[config.mk]
export PLATFORM = sky130hd
export DESIGN_NAME = hsl_to_rgb_converter_unit
export DESIGN_NICKNAME = d
export VERILOG_FILES = /design/src/rtl/core/hsl_pkg.sv /design/src/rtl/core/hsl_front.sv /design/src/rtl/core/hsl_queue.sv /design/src/rtl/core/hsl_back.sv /design/src/rtl/core/hsl_to_rgb_converter_unit.sv
export SDC_FILE = /design/constraint.sdc
export NUM_CORES = 2
export LEC_CHECK = 0
export ABC_AREA = 0
export ABC_CLOCK_PERIOD_IN_PS = 16300
export BUFFER_PORTS_ARGS = -buffer_cell sky130_fd_sc_hd__buf_4
export CAP_MARGIN = 15
export CORE_MARGIN = 2
export CORE_UTILIZATION = 40
export CTS_CLUSTER_DIAMETER = 80
export DETAILED_ROUTE_END_ITERATION = 7
export PLACE_DENSITY = 0.58
export SLEW_MARGIN = 15
export SYNTH_ARGS = -nofsm -noshare
export SYNTH_HDL_FRONTEND = slang
export SYNTH_SLANG_ARGS = --single-unit
[constraint.sdc]
create_clock -name clk_i -period 16.3 [get_ports clk_i]
set_clock_uncertainty 0.1 [all_clocks]
set_input_delay 3.26 -clock clk_i [delete_from_list [all_inputs] [get_ports clk_i]]
set_output_delay 3.26 -clock clk_i [all_outputs]
set_load 0.05 [all_outputs]
[src/rtl/core/hsl_pkg.sv]
// Package for the HSL to RGB converter: shared types, constants and the hue ramp classifier.
`timescale 1ns / 1ps

package hsl_pkg;

  // Default number of fraction bits of saturation, lightness and opacity
  localparam int FRAC_BITS_DEF = 12;

  // Fixed port widths
  localparam int HUE_W  = 16;
  localparam int FRAC_W = 13;
  localparam int BYTE_W = 8;
  localparam int K_W    = 7;   // ramp weight, 0..60
  localparam int DEG_W  = 9;   // wrapped hue, 0..359
  localparam int NUM_CH = 3;

  // Channel order inside the lane arrays
  localparam int CH_RED   = 0;
  localparam int CH_GREEN = 1;
  localparam int CH_BLUE  = 2;

  // Hue offset that makes every input hue positive (a multiple of 360)
  localparam int HUE_OFFSET = 33120;
  // Reciprocal of 360 for the modulo: q = (x * RECIP_360) >> RECIP_SHIFT
  localparam int RECIP_360   = 93207;
  localparam int RECIP_SHIFT = 25;

  // Classified transaction handed from the front to the back
  typedef struct packed {
    logic [NUM_CH-1:0][K_W-1:0] k;     // ramp weight per channel
    logic [FRAC_W-1:0]          sat;   // clamped saturation
    logic [FRAC_W-1:0]          light; // clamped lightness
    logic [FRAC_W-1:0]          opac;  // clamped opacity
  } hsl_item_t;

  // Ramp weight k of a wrapped hue: value = m1 + (m2 - m1) * k / 60
  function automatic logic [K_W-1:0] ramp_k(input logic [DEG_W-1:0] h);
    logic [K_W-1:0] k;
    if (h < DEG_W'(60)) begin
      k = K_W'(h);
    end else if (h < DEG_W'(180)) begin
      k = K_W'(60);
    end else if (h < DEG_W'(240)) begin
      k = K_W'(DEG_W'(240) - h);
    end else begin
      k = '0;
    end
    return k;
  endfunction

endpackage

[src/rtl/core/hsl_front.sv]
// Front end: hue wrap modulo 360, channel ramp classification and fraction clamping.
`timescale 1ns / 1ps

module hsl_front
  import hsl_pkg::*;
#(
  parameter int FRAC_BITS = FRAC_BITS_DEF
) (
  input  logic                     clk_i,
  input  logic                     rst_ni,
  input  logic                     accept_i,
  input  logic                     stall_i,
  input  logic signed [HUE_W-1:0]  hue_degrees_i,
  input  logic        [FRAC_W-1:0] saturation_i,
  input  logic        [FRAC_W-1:0] lightness_i,
  input  logic        [FRAC_W-1:0] opacity_i,
  output logic                     item_valid_o,
  output hsl_item_t                item_o
);

  localparam int XW = HUE_W + 1;
  localparam int PW = 2 * XW;
  localparam int CW = FRAC_BITS + FRAC_W + 1;
  localparam logic [CW-1:0] ONE = CW'(1) << FRAC_BITS;

  function automatic logic [FRAC_W-1:0] clamp_frac(input logic [FRAC_W-1:0] v);
    logic [FRAC_W-1:0] r;
    if (CW'(v) > ONE) begin
      r = FRAC_W'(ONE);
    end else begin
      r = v;
    end
    return r;
  endfunction

  // Stage 1: offset hue, reciprocal product, clamps
  logic              f1_vld_q;
  logic [XW-1:0]     x_q;
  logic [PW-1:0]     prod_q;
  logic [FRAC_W-1:0] sat_q, light_q, opac_q;
  logic signed [XW:0] xs;
  logic [XW-1:0]     x_d;

  assign xs  = (XW+1)'(hue_degrees_i) + (XW+1)'(HUE_OFFSET);
  assign x_d = xs[XW-1:0];

  always_ff @(posedge clk_i or negedge rst_ni) begin
    if (!rst_ni) begin
      f1_vld_q <= 1'b0;
    end else if (!stall_i) begin
      f1_vld_q <= accept_i;
    end
  end

  always_ff @(posedge clk_i) begin
    if (!stall_i && accept_i) begin
      x_q     <= x_d;
      prod_q  <= PW'(x_d) * PW'(RECIP_360);
      sat_q   <= clamp_frac(saturation_i);
      light_q <= clamp_frac(lightness_i);
      opac_q  <= clamp_frac(opacity_i);
    end
  end

  // Stage 2: remainder and per-channel ramp weights
  logic [DEG_W-1:0] quo;
  logic [XW-1:0]    qx;
  logic [XW-1:0]    rem;
  logic [DEG_W-1:0] hg;
  logic [DEG_W:0]   hr_sum, hb_sum;
  logic [DEG_W:0]   hr, hb;

  assign quo = prod_q[RECIP_SHIFT+DEG_W-1:RECIP_SHIFT];
  // q * 360 = q * (256 + 64 + 32 + 8)
  assign qx  = (XW'(quo) << 8) + (XW'(quo) << 6) + (XW'(quo) << 5) + (XW'(quo) << 3);
  assign rem = x_q - qx;
  assign hg  = rem[DEG_W-1:0];

  assign hr_sum = (DEG_W+1)'(hg) + (DEG_W+1)'(120);
  assign hb_sum = (DEG_W+1)'(hg) + (DEG_W+1)'(240);
  assign hr = (hr_sum >= (DEG_W+1)'(360)) ? hr_sum - (DEG_W+1)'(360) : hr_sum;
  assign hb = (hb_sum >= (DEG_W+1)'(360)) ? hb_sum - (DEG_W+1)'(360) : hb_sum;

  logic      f2_vld_q;
  hsl_item_t item_q;

  always_ff @(posedge clk_i or negedge rst_ni) begin
    if (!rst_ni) begin
      f2_vld_q <= 1'b0;
    end else if (!stall_i) begin
      f2_vld_q <= f1_vld_q;
    end
  end

  always_ff @(posedge clk_i) begin
    if (!stall_i && f1_vld_q) begin
      item_q.k[CH_RED]   <= ramp_k(hr[DEG_W-1:0]);
      item_q.k[CH_GREEN] <= ramp_k(hg);
      item_q.k[CH_BLUE]  <= ramp_k(hb[DEG_W-1:0]);
      item_q.sat         <= sat_q;
      item_q.light       <= light_q;
      item_q.opac        <= opac_q;
    end
  end

  assign item_valid_o = f2_vld_q && !stall_i;
  assign item_o       = item_q;

endmodule

[src/rtl/core/hsl_queue.sv]
// Two-entry queue between the front end and the back end.
`timescale 1ns / 1ps

module hsl_queue
  import hsl_pkg::*;
(
  input  logic      clk_i,
  input  logic      rst_ni,
  input  logic      push_i,
  input  hsl_item_t data_i,
  output logic      full_o,
  output logic      pop_o,
  output hsl_item_t data_o
);

  localparam int DEPTH = 2;

  hsl_item_t  mem_q [DEPTH];
  logic       wr_ptr_q, rd_ptr_q;
  logic [1:0] count_q, count_d;
  logic       pop;

  // The back end never stalls, so any held entry leaves at once
  assign pop     = (count_q != 2'd0);
  assign full_o  = (count_q == 2'(DEPTH));
  assign count_d = count_q + 2'(push_i) - 2'(pop);

  always_ff @(posedge clk_i or negedge rst_ni) begin
    if (!rst_ni) begin
      wr_ptr_q <= 1'b0;
      rd_ptr_q <= 1'b0;
      count_q  <= 2'd0;
    end else begin
      if (push_i) begin
        wr_ptr_q <= !wr_ptr_q;
      end
      if (pop) begin
        rd_ptr_q <= !rd_ptr_q;
      end
      count_q <= count_d;
    end
  end

  // Entry storage
  always_ff @(posedge clk_i) begin
    if (push_i) begin
      mem_q[wr_ptr_q] <= data_i;
    end
  end

  assign pop_o  = pop;
  assign data_o = mem_q[rd_ptr_q];

endmodule

[src/rtl/core/hsl_back.sv]
// Back end: m1/m2 formation, hue ramp evaluation, clamp and byte scaling.
`timescale 1ns / 1ps

module hsl_back
  import hsl_pkg::*;
#(
  parameter int FRAC_BITS = FRAC_BITS_DEF
) (
  input  logic                             clk_i,
  input  logic                             rst_ni,
  input  logic                             valid_i,
  input  hsl_item_t                        item_i,
  output logic                             valid_o,
  output logic [NUM_CH-1:0][BYTE_W-1:0]    chan_o,
  output logic [BYTE_W-1:0]                alpha_o
);

  localparam int F  = FRAC_BITS;
  localparam int CW = F + FRAC_W + 1;   // fraction compares and alpha product
  localparam int PW = 2 * FRAC_W;       // l * s
  localparam int WW = 2 * F + 3;        // m2 intermediate, scaled by ONE^2
  localparam int MW = 2 * F + 1;        // m1 and span
  localparam int VW = 2 * F + 6;        // ramp value, scaled by 60 * ONE^2
  localparam int BW = VW + 5;           // ramp value times 17
  localparam logic [VW-1:0] FULL = VW'(60) << (2 * F);

  // Stage 1: l * s, branch select, alpha byte
  logic                      b1_vld_q;
  logic [PW-1:0]             p_q;
  logic                      low_q;
  logic [FRAC_W-1:0]         s_q, l_q;
  logic [NUM_CH-1:0][K_W-1:0] k1_q;
  logic [BYTE_W-1:0]         a1_q;
  logic [CW-1:0]             a_prod;

  assign a_prod = (CW'(item_i.opac) << 8) - CW'(item_i.opac);

  always_ff @(posedge clk_i) begin
    if (valid_i) begin
      p_q   <= PW'(item_i.light) * PW'(item_i.sat);
      low_q <= (CW'(item_i.light) << 1) <= (CW'(1) << F);
      s_q   <= item_i.sat;
      l_q   <= item_i.light;
      k1_q  <= item_i.k;
      a1_q  <= a_prod[F+BYTE_W-1:F];
    end
  end

  // Stage 2: m2 = l*(1+s) or l+s-l*s, m1 = 2l - m2
  logic [WW-1:0]             l_one, s_one, p_w, m2, m1;
  logic [MW-1:0]             m1_q, span_q;
  logic [NUM_CH-1:0][K_W-1:0] k2_q;
  logic [BYTE_W-1:0]         a2_q;
  logic                      b2_vld_q;

  assign l_one = WW'(l_q) << F;
  assign s_one = WW'(s_q) << F;
  assign p_w   = WW'(p_q);
  assign m2    = low_q ? l_one + p_w : l_one + s_one - p_w;
  assign m1    = (l_one << 1) - m2;

  always_ff @(posedge clk_i) begin
    if (b1_vld_q) begin
      m1_q   <= MW'(m1);
      span_q <= MW'(m2 - m1);
      k2_q   <= k1_q;
      a2_q   <= a1_q;
    end
  end

  // Stage 3: ramp value per channel, clamped to 60 * ONE^2
  logic [NUM_CH-1:0][VW-1:0] v;
  logic [NUM_CH-1:0][VW-1:0] v_q;
  logic [VW-1:0]             m1x60;
  logic [BYTE_W-1:0]         a3_q;
  logic                      b3_vld_q;

  assign m1x60 = (VW'(m1_q) << 6) - (VW'(m1_q) << 2);

  always_comb begin
    for (int c = 0; c < NUM_CH; c++) begin
      v[c] = m1x60 + VW'(span_q) * VW'(k2_q[c]);
      if (v[c] > FULL) begin
        v[c] = FULL;
      end
    end
  end

  always_ff @(posedge clk_i) begin
    if (b2_vld_q) begin
      v_q  <= v;
      a3_q <= a2_q;
    end
  end

  // Stage 4: byte = v * 255 / (60 * ONE^2) = (v * 17) >> (2F + 2)
  logic [NUM_CH-1:0][BW-1:0]     bx;
  logic [NUM_CH-1:0][BYTE_W-1:0] chan_q;
  logic [BYTE_W-1:0]             a4_q;
  logic                          b4_vld_q;

  always_comb begin
    for (int c = 0; c < NUM_CH; c++) begin
      bx[c] = (BW'(v_q[c]) << 4) + BW'(v_q[c]);
    end
  end

  always_ff @(posedge clk_i) begin
    if (b3_vld_q) begin
      for (int c = 0; c < NUM_CH; c++) begin
        chan_q[c] <= bx[c][2*F+2+BYTE_W-1:2*F+2];
      end
      a4_q <= a3_q;
    end
  end

  // Valid chain
  always_ff @(posedge clk_i or negedge rst_ni) begin
    if (!rst_ni) begin
      b1_vld_q <= 1'b0;
      b2_vld_q <= 1'b0;
      b3_vld_q <= 1'b0;
      b4_vld_q <= 1'b0;
    end else begin
      b1_vld_q <= valid_i;
      b2_vld_q <= b1_vld_q;
      b3_vld_q <= b2_vld_q;
      b4_vld_q <= b3_vld_q;
    end
  end

  assign valid_o = b4_vld_q;
  assign chan_o  = chan_q;
  assign alpha_o = a4_q;

endmodule

[src/rtl/core/hsl_to_rgb_converter_unit.sv]
// HSL to RGB converter (CSS3 color model), top level.
// Throughput: one transaction per cycle; a front pipeline, a two-entry queue and a
// four-stage back pipeline each take one transaction per cycle.
// Results leave on a one-cycle strobe; the receiver cannot stall, so busy_o stays low.
// Reset (rst_ni, asynchronous, active low) clears all valid bits and the queue.
`timescale 1ns / 1ps

module hsl_to_rgb_converter_unit
  import hsl_pkg::*;
#(
  parameter int FRAC_BITS = FRAC_BITS_DEF
) (
  input  logic                     clk_i,
  input  logic                     rst_ni,
  input  logic                     start_i,
  output logic                     busy_o,
  input  logic signed [HUE_W-1:0]  hue_degrees_i,
  input  logic        [FRAC_W-1:0] saturation_i,
  input  logic        [FRAC_W-1:0] lightness_i,
  input  logic        [FRAC_W-1:0] opacity_i,
  output logic                     result_valid_o,
  output logic        [BYTE_W-1:0] red_o,
  output logic        [BYTE_W-1:0] green_o,
  output logic        [BYTE_W-1:0] blue_o,
  output logic        [BYTE_W-1:0] alpha_byte_o
);

  logic                          q_full;
  logic                          push;
  logic                          pop;
  hsl_item_t                     front_item;
  hsl_item_t                     q_item;
  logic [NUM_CH-1:0][BYTE_W-1:0] chan;

  assign busy_o = q_full;

  // Front end
  hsl_front #(
    .FRAC_BITS(FRAC_BITS)
  ) u_front (
    .clk_i        (clk_i),
    .rst_ni       (rst_ni),
    .accept_i     (start_i && !q_full),
    .stall_i      (q_full),
    .hue_degrees_i(hue_degrees_i),
    .saturation_i (saturation_i),
    .lightness_i  (lightness_i),
    .opacity_i    (opacity_i),
    .item_valid_o (push),
    .item_o       (front_item)
  );

  // Decoupling queue
  hsl_queue u_queue (
    .clk_i (clk_i),
    .rst_ni(rst_ni),
    .push_i(push),
    .data_i(front_item),
    .full_o(q_full),
    .pop_o (pop),
    .data_o(q_item)
  );

  // Back end
  hsl_back #(
    .FRAC_BITS(FRAC_BITS)
  ) u_back (
    .clk_i  (clk_i),
    .rst_ni (rst_ni),
    .valid_i(pop),
    .item_i (q_item),
    .valid_o(result_valid_o),
    .chan_o (chan),
    .alpha_o(alpha_byte_o)
  );

  assign red_o   = chan[CH_RED];
  assign green_o = chan[CH_GREEN];
  assign blue_o  = chan[CH_BLUE];

endmodule
; Yosys cells after proc, flatten, opt, wreduce, memory -nomap -nowiden
; Memory sizes are Yosys's and may differ from the RTL's.
; Cells that the tools add are included.
[word_totals]
word_cells = 116
ram_bits = 120
n_memories = 1
ff_bits = 439
[op_classes]
n_reduce_logical = 8
n_lt_le_gt_ge = 18
muxes = 14
multipliers = 5
eq_ne = 1
n_addsub = 27
[memory_table]
columns = name, depth, word_bits, rd, rd_ports_with_merged_regs, write_ports, line
row1 = u_queue.mem_q, 2, 60, 1, 0, 1, hsl_queue.sv:18  ; hsl_item_t mem_q [DEPTH];
[ops]
columns = cell, count
row1 = $add 34x30->34, 3
row2 = $add 30x30->30, 3
row3 = $gt 30x30->1 const B, 3
row4 = $mul 25x7->30, 3
row5 = $sub 25x25->25, 3
row6 = $mux 7, 9
row7 = $lt 9x8->1 const B, 6
row8 = $add 25x25->25, 2
row9 = $gt 13x13->1 const B, 3
row10 = $mul 17x17->31 const B, 1
row11 = $sub 30x27->30, 1
row12 = $add 9x9->9, 3
row13 = $lt 9x6->1 const B, 3
row14 = $mul 13x13->25, 1
row15 = $mux 25, 1
row16 = $sub 7x7->7 const A, 3
row17 = $ge 10x9->1 const B, 2
row18 = $sub 20x13->20, 1
row19 = $mux 9, 2
row20 = $sub 9x9->9 const B, 2
row21 = $add 16x17->17 const B, 1
row22 = $le 14x13->1 const B, 1
row23 = $add 9x7->10 const B, 1
row24 = $add 9x8->10 const B, 1
row25 = 8 further kinds, 14

; Depth between registers and ports, before layout
[depth]
ltp_word = 11
depth_mapped = 32
ltp_nobuf = 31

; Cells and area by module
; From an unflattened synthesis, not the netlist that was laid out.
[unflattened]
hier_cells = 5356
hier_area_um2 = 55448.2
[modules_own_cells]
columns = module, cells_per_inst, seq_area_each_um2, area_each_um2, n_inst
row1 = hsl_back, 4219, 8688.3, 40306.2, 1
row2 = hsl_front, 935, 3473.3, 10322.4, 1
row3 = hsl_queue, 201, 3703.6, 4805.9, 1
row4 = hsl_to_rgb_converter_unit, 1, 0.0, 13.8, 1

; Worst setup path after synthesis
; OpenSTA, ideal clock, no wires.
[synth_path]
path_type = input-to-reg
startpoint = in hue_degrees_i[5]
endpoint = reg u_front.prod_q[30], data pin
path_slack_ns = 7.266
t_arrival_ns = 8.674
path_stages = 22
setup_time_ns = 0.260
required_time_ns = 15.940
cell_sequence = inv_1 -> ha_1 -> xnor2_1 -> ha_1 -> fa_1 -> inv_1 -> fa_1 -> fa_1 -> inv_1 -> fa_1 -> fa_1 -> ha_1 -> a2111oi_0 -> nand2_1 -> a41oi_1 -> o21ai_0 -> a21oi_1 -> a21oi_1 -> a21o_1 -> a21oi_1 -> o21ba_2 -> xnor2_1
[synth_between]
elab_chain_len = 2
[synth_rtl]
columns = element, line
row1 = start: declaration, hsl_to_rgb_converter_unit.sv:17  ; input logic signed [HUE_W-1:0] hue_degrees_i,
row2 = $add 16x17->17, hsl_front.sv:44  ; assign xs = (XW+1)'(hue_degrees_i) + (XW+1)'(HUE_OFFSET);
row3 = net u_front.xs[7], hsl_front.sv:41  ; logic signed [XW:0] xs;
row4 = $mul 17x17->31, hsl_front.sv:58  ; prod_q <= PW'(x_d) * PW'(RECIP_360);
row5 = end signal: assignment, hsl_front.sv:58
row6 = end: declaration, hsl_front.sv:39  ; logic [PW-1:0] prod_q;
; The timed path passes the listed nets, and every way through them passes these cells.
; A chain may end at the register's enable or synchronous reset.

; Worst setup path after layout
; Ends and elaborated chain as after synthesis.

==> results.md <==
- Outcome: finished clean
- First-pass GRT wire length: 194300 um
- Core Region: 133500 um2
- Syn avg cell area: 10.34 um2
- Gr usage total: 17.64%
- Most frequent cells in the layout: inv_1 (980), fa_1 (639), edfxtp_1 (520)
- Worst min-delay path category: reg2reg
- Largest net degree at the start of global routing: 73
- Remaining Overflow, GRT: 0
- Final hold vios: 0
- Max clock buf depth: 3
- CP Capture Type: flip-flop
- Post-route ant nets: 0
- Mapped Cells: 5200
- Critical path arrival: 9440 ps
- Worst Hold End: u_back.k2_q[12]
- Worst-path clk slew: 50 ps
- Synthesis-stage register bit count: 530
- R2R setup slack: 7580 ps
- Max Cap Viol: 0
- Warnings, synthesis: 0
- # port buffers: 91
- Reg-to-Reg End: u_back.v_q[33]
- Post-synthesis async set-or-reset flop share: 1.887%
- # fillers: 12.76k
- Reg2Reg Depth: 30
- DR DRC count: 0
- Starting Density: 40.28%
- Number of library cell types mapped by synthesis: 96
- Max Slew Vio Count: 0
- Die ar.: 137300 um2
- Drt total wl: 117200 um
- Vias in the first global route: 36.94k
- Syn Std Cell Area: 53750 um2
- Area growth from synthesis to layout: 9.576%
- Nets: 6481
- CTS Root Cell: clkbuf_16
- Post-CTS setup buffers: 0
- Hpwl dp: 91610 um
- Crit-path max FO: 5
- DR iter-0 viols: 1650
- Fin crit share: 56.07%
- Clk sinks: 530
- Setup TNS: 0 ps
- Vias per cell: 4.960
- Final min period: 9140 ps
- H-Tree Depth: 3
- Unrepaired setup endpoints after global routing: false
- Hold buffers post-CTS: 0
- Initial antenna violation count: 1
- Die Y: 370.6 um
- Most common cell after layout, fill and taps aside: inv_1
- Max Freq: 109.4 MHz
- Min-Delay Path Depth: 0
- Worst setup SP type: input pin
- # IOs: 92
- Vias: 35.25k
- DR WL/cell: 16.50 um
- Number of synthesized flops with an enable pin: 520
- Die width: 370.6 um
- Share of layout cells above drive strength 1: 6.557%
- Clk_lat worst skew: 660 ps
- Slew HR: 21.88%
- Worst-margin pin slew: 1163 ps
- # resized after CTS: 0
- Worst reg2reg startpoint: u_back.m1_q[0]
- Row Count: 134
- TritonRoute pass-1 iters: 5
- CP required: 16600 ps
- Setup CP Type: in2reg
- Sequential cell area fraction in the yosys report: 29.52%
- Antenna fix cells: 0
- TritonCTS Buffers: 69
- CTS tree: done
- Endpoints failing setup: 0
- Gpl congestion: 0.8763
- Hold path start: u_back.k1_q[12]
- Hold slack: 314.0 ps
- Top_reg_cell synth: edfxtp_1
==> per-layer routing <==
layer	GRT usage (%)	share of wire [%]
met3	2.427	3.5
met1	22.32	44
met4	5.738	3.4
met2	31.01	49
met5	0	0
==> kinds of logic (layout without fill, tap and decap cells) <==
kind of cell    count (synthesis)  after routing  synth area share, %
flops                         530            530                29.52
fa+ha+maj                    1135           1135                35.34
xor+xnor                      275            275                4.551
compound gates                676            676                8.226
simple gates                 1363           1363                12.83
other cells                     2             14              0.01397
mux                            72             72                1.415
buf+inv                      1147           1273                8.103
==> Yosys cell counts (26+ instances only) <==
cell type / count / area share (%)
inv_1: 980 / 6.8
fa_1: 639 / 24
edfxtp_1: 520 / 29
ha_1: 496 / 12
nand2_1: 417 / 2.9
and2_1: 343 / 4.0
nor2_1: 250 / 1.7
a21oi_1: 199 / 1.9
xnor2_1: 178 / 2.9
clkbuf_1: 131 / 0.91
o21ai_0: 106 / 0.99
a21o_1: 95 / 1.3
xor2_1: 93 / 1.5
nor2b_1: 73 / 0.85
nor3_1: 69 / 0.64
o21a_1: 43 / 0.60
mux2i_1: 40 / 0.74
nand2b_1: 34 / 0.40
nand3_1: 33 / 0.31
mux2_2: 32 / 0.67
o21bai_1: 27 / 0.38
a31oi_1: 26 / 0.30
and3_1: 26 / 0.30
==> how the worst max path moves through the flow <==
stage,start,endpoint,depth (start not counted)
5_1_grt,hue_degrees_i[5],u_front.prod_q[30],27
4_1_cts,hue_degrees_i[5],u_front.prod_q[30],25
6_report,hue_degrees_i[5],u_front.prod_q[30],25
3_5_place_dp,hue_degrees_i[5],u_front.prod_q[30],25
3_3_place_gp,hue_degrees_i[5],u_front.prod_q[30],25
2_1_floorplan,hue_degrees_i[5],u_front.prod_q[30],22
==> cell type report <==
class,count,area (um2),share of cell area [%]
Sequential cell,530,15880,26.96
Tap cell,1768,2212,3.756
Inverter,990,3716,6.309
Clock buffer,85,1818,3.087
Timing Repair Buffer,162,1216,2.065
Multi-Input combinational cell,3535,33620,57.08
Clock inverter,36,437.9,0.7435
==> flip-flops by register name, indices dropped and copies added, names as in the netlist, 21 cells and up <==
name,flops
u_back.chan_o,24
u_back.k1_q,21
u_back.k2_q,21
u_back.m1_q,25
u_back.p_q,25
u_back.span_q,24
u_back.v_q,87
u_front.item_o,60
u_queue.mem_q,120
==> metrics by stage <==
step	cell area [um2]	util (%)	std cells	setup WS [ps]
2_1_floorplan	53800	-	5212	7266
4_1_cts	58890	44.13	7106	7147
3_5_place_dp	56630	42.44	6985	6439
6_report	58900	44.13	7106	7160
3_3_place_gp	56630	42.44	6985	6441
5_1_grt	58900	44.13	7106	6659
==> worst max-delay path: stages <==
cell and delay [ps]:
buf_4 130, inv_1 150, ha_1 290, inv_1 230, ha_1 360, fa_1 560, inv_1 60, fa_1 510
fa_1 550, inv_1 50, fa_1 500, fa_1 500, ha_1 320, nand3_1 90, nor2_1 70, a2111oi_0 380
nand2_1 100, a41oi_1 210, o21ai_0 150, a21oi_1 190, a21oi_1 130, a21o_1 220, a21oi_1 220, o21ba_2 170
xnor2_1 50
Power is not shown: default switching activity piles up to over one toggle a cycle in this logic, so the estimate is an artifact.
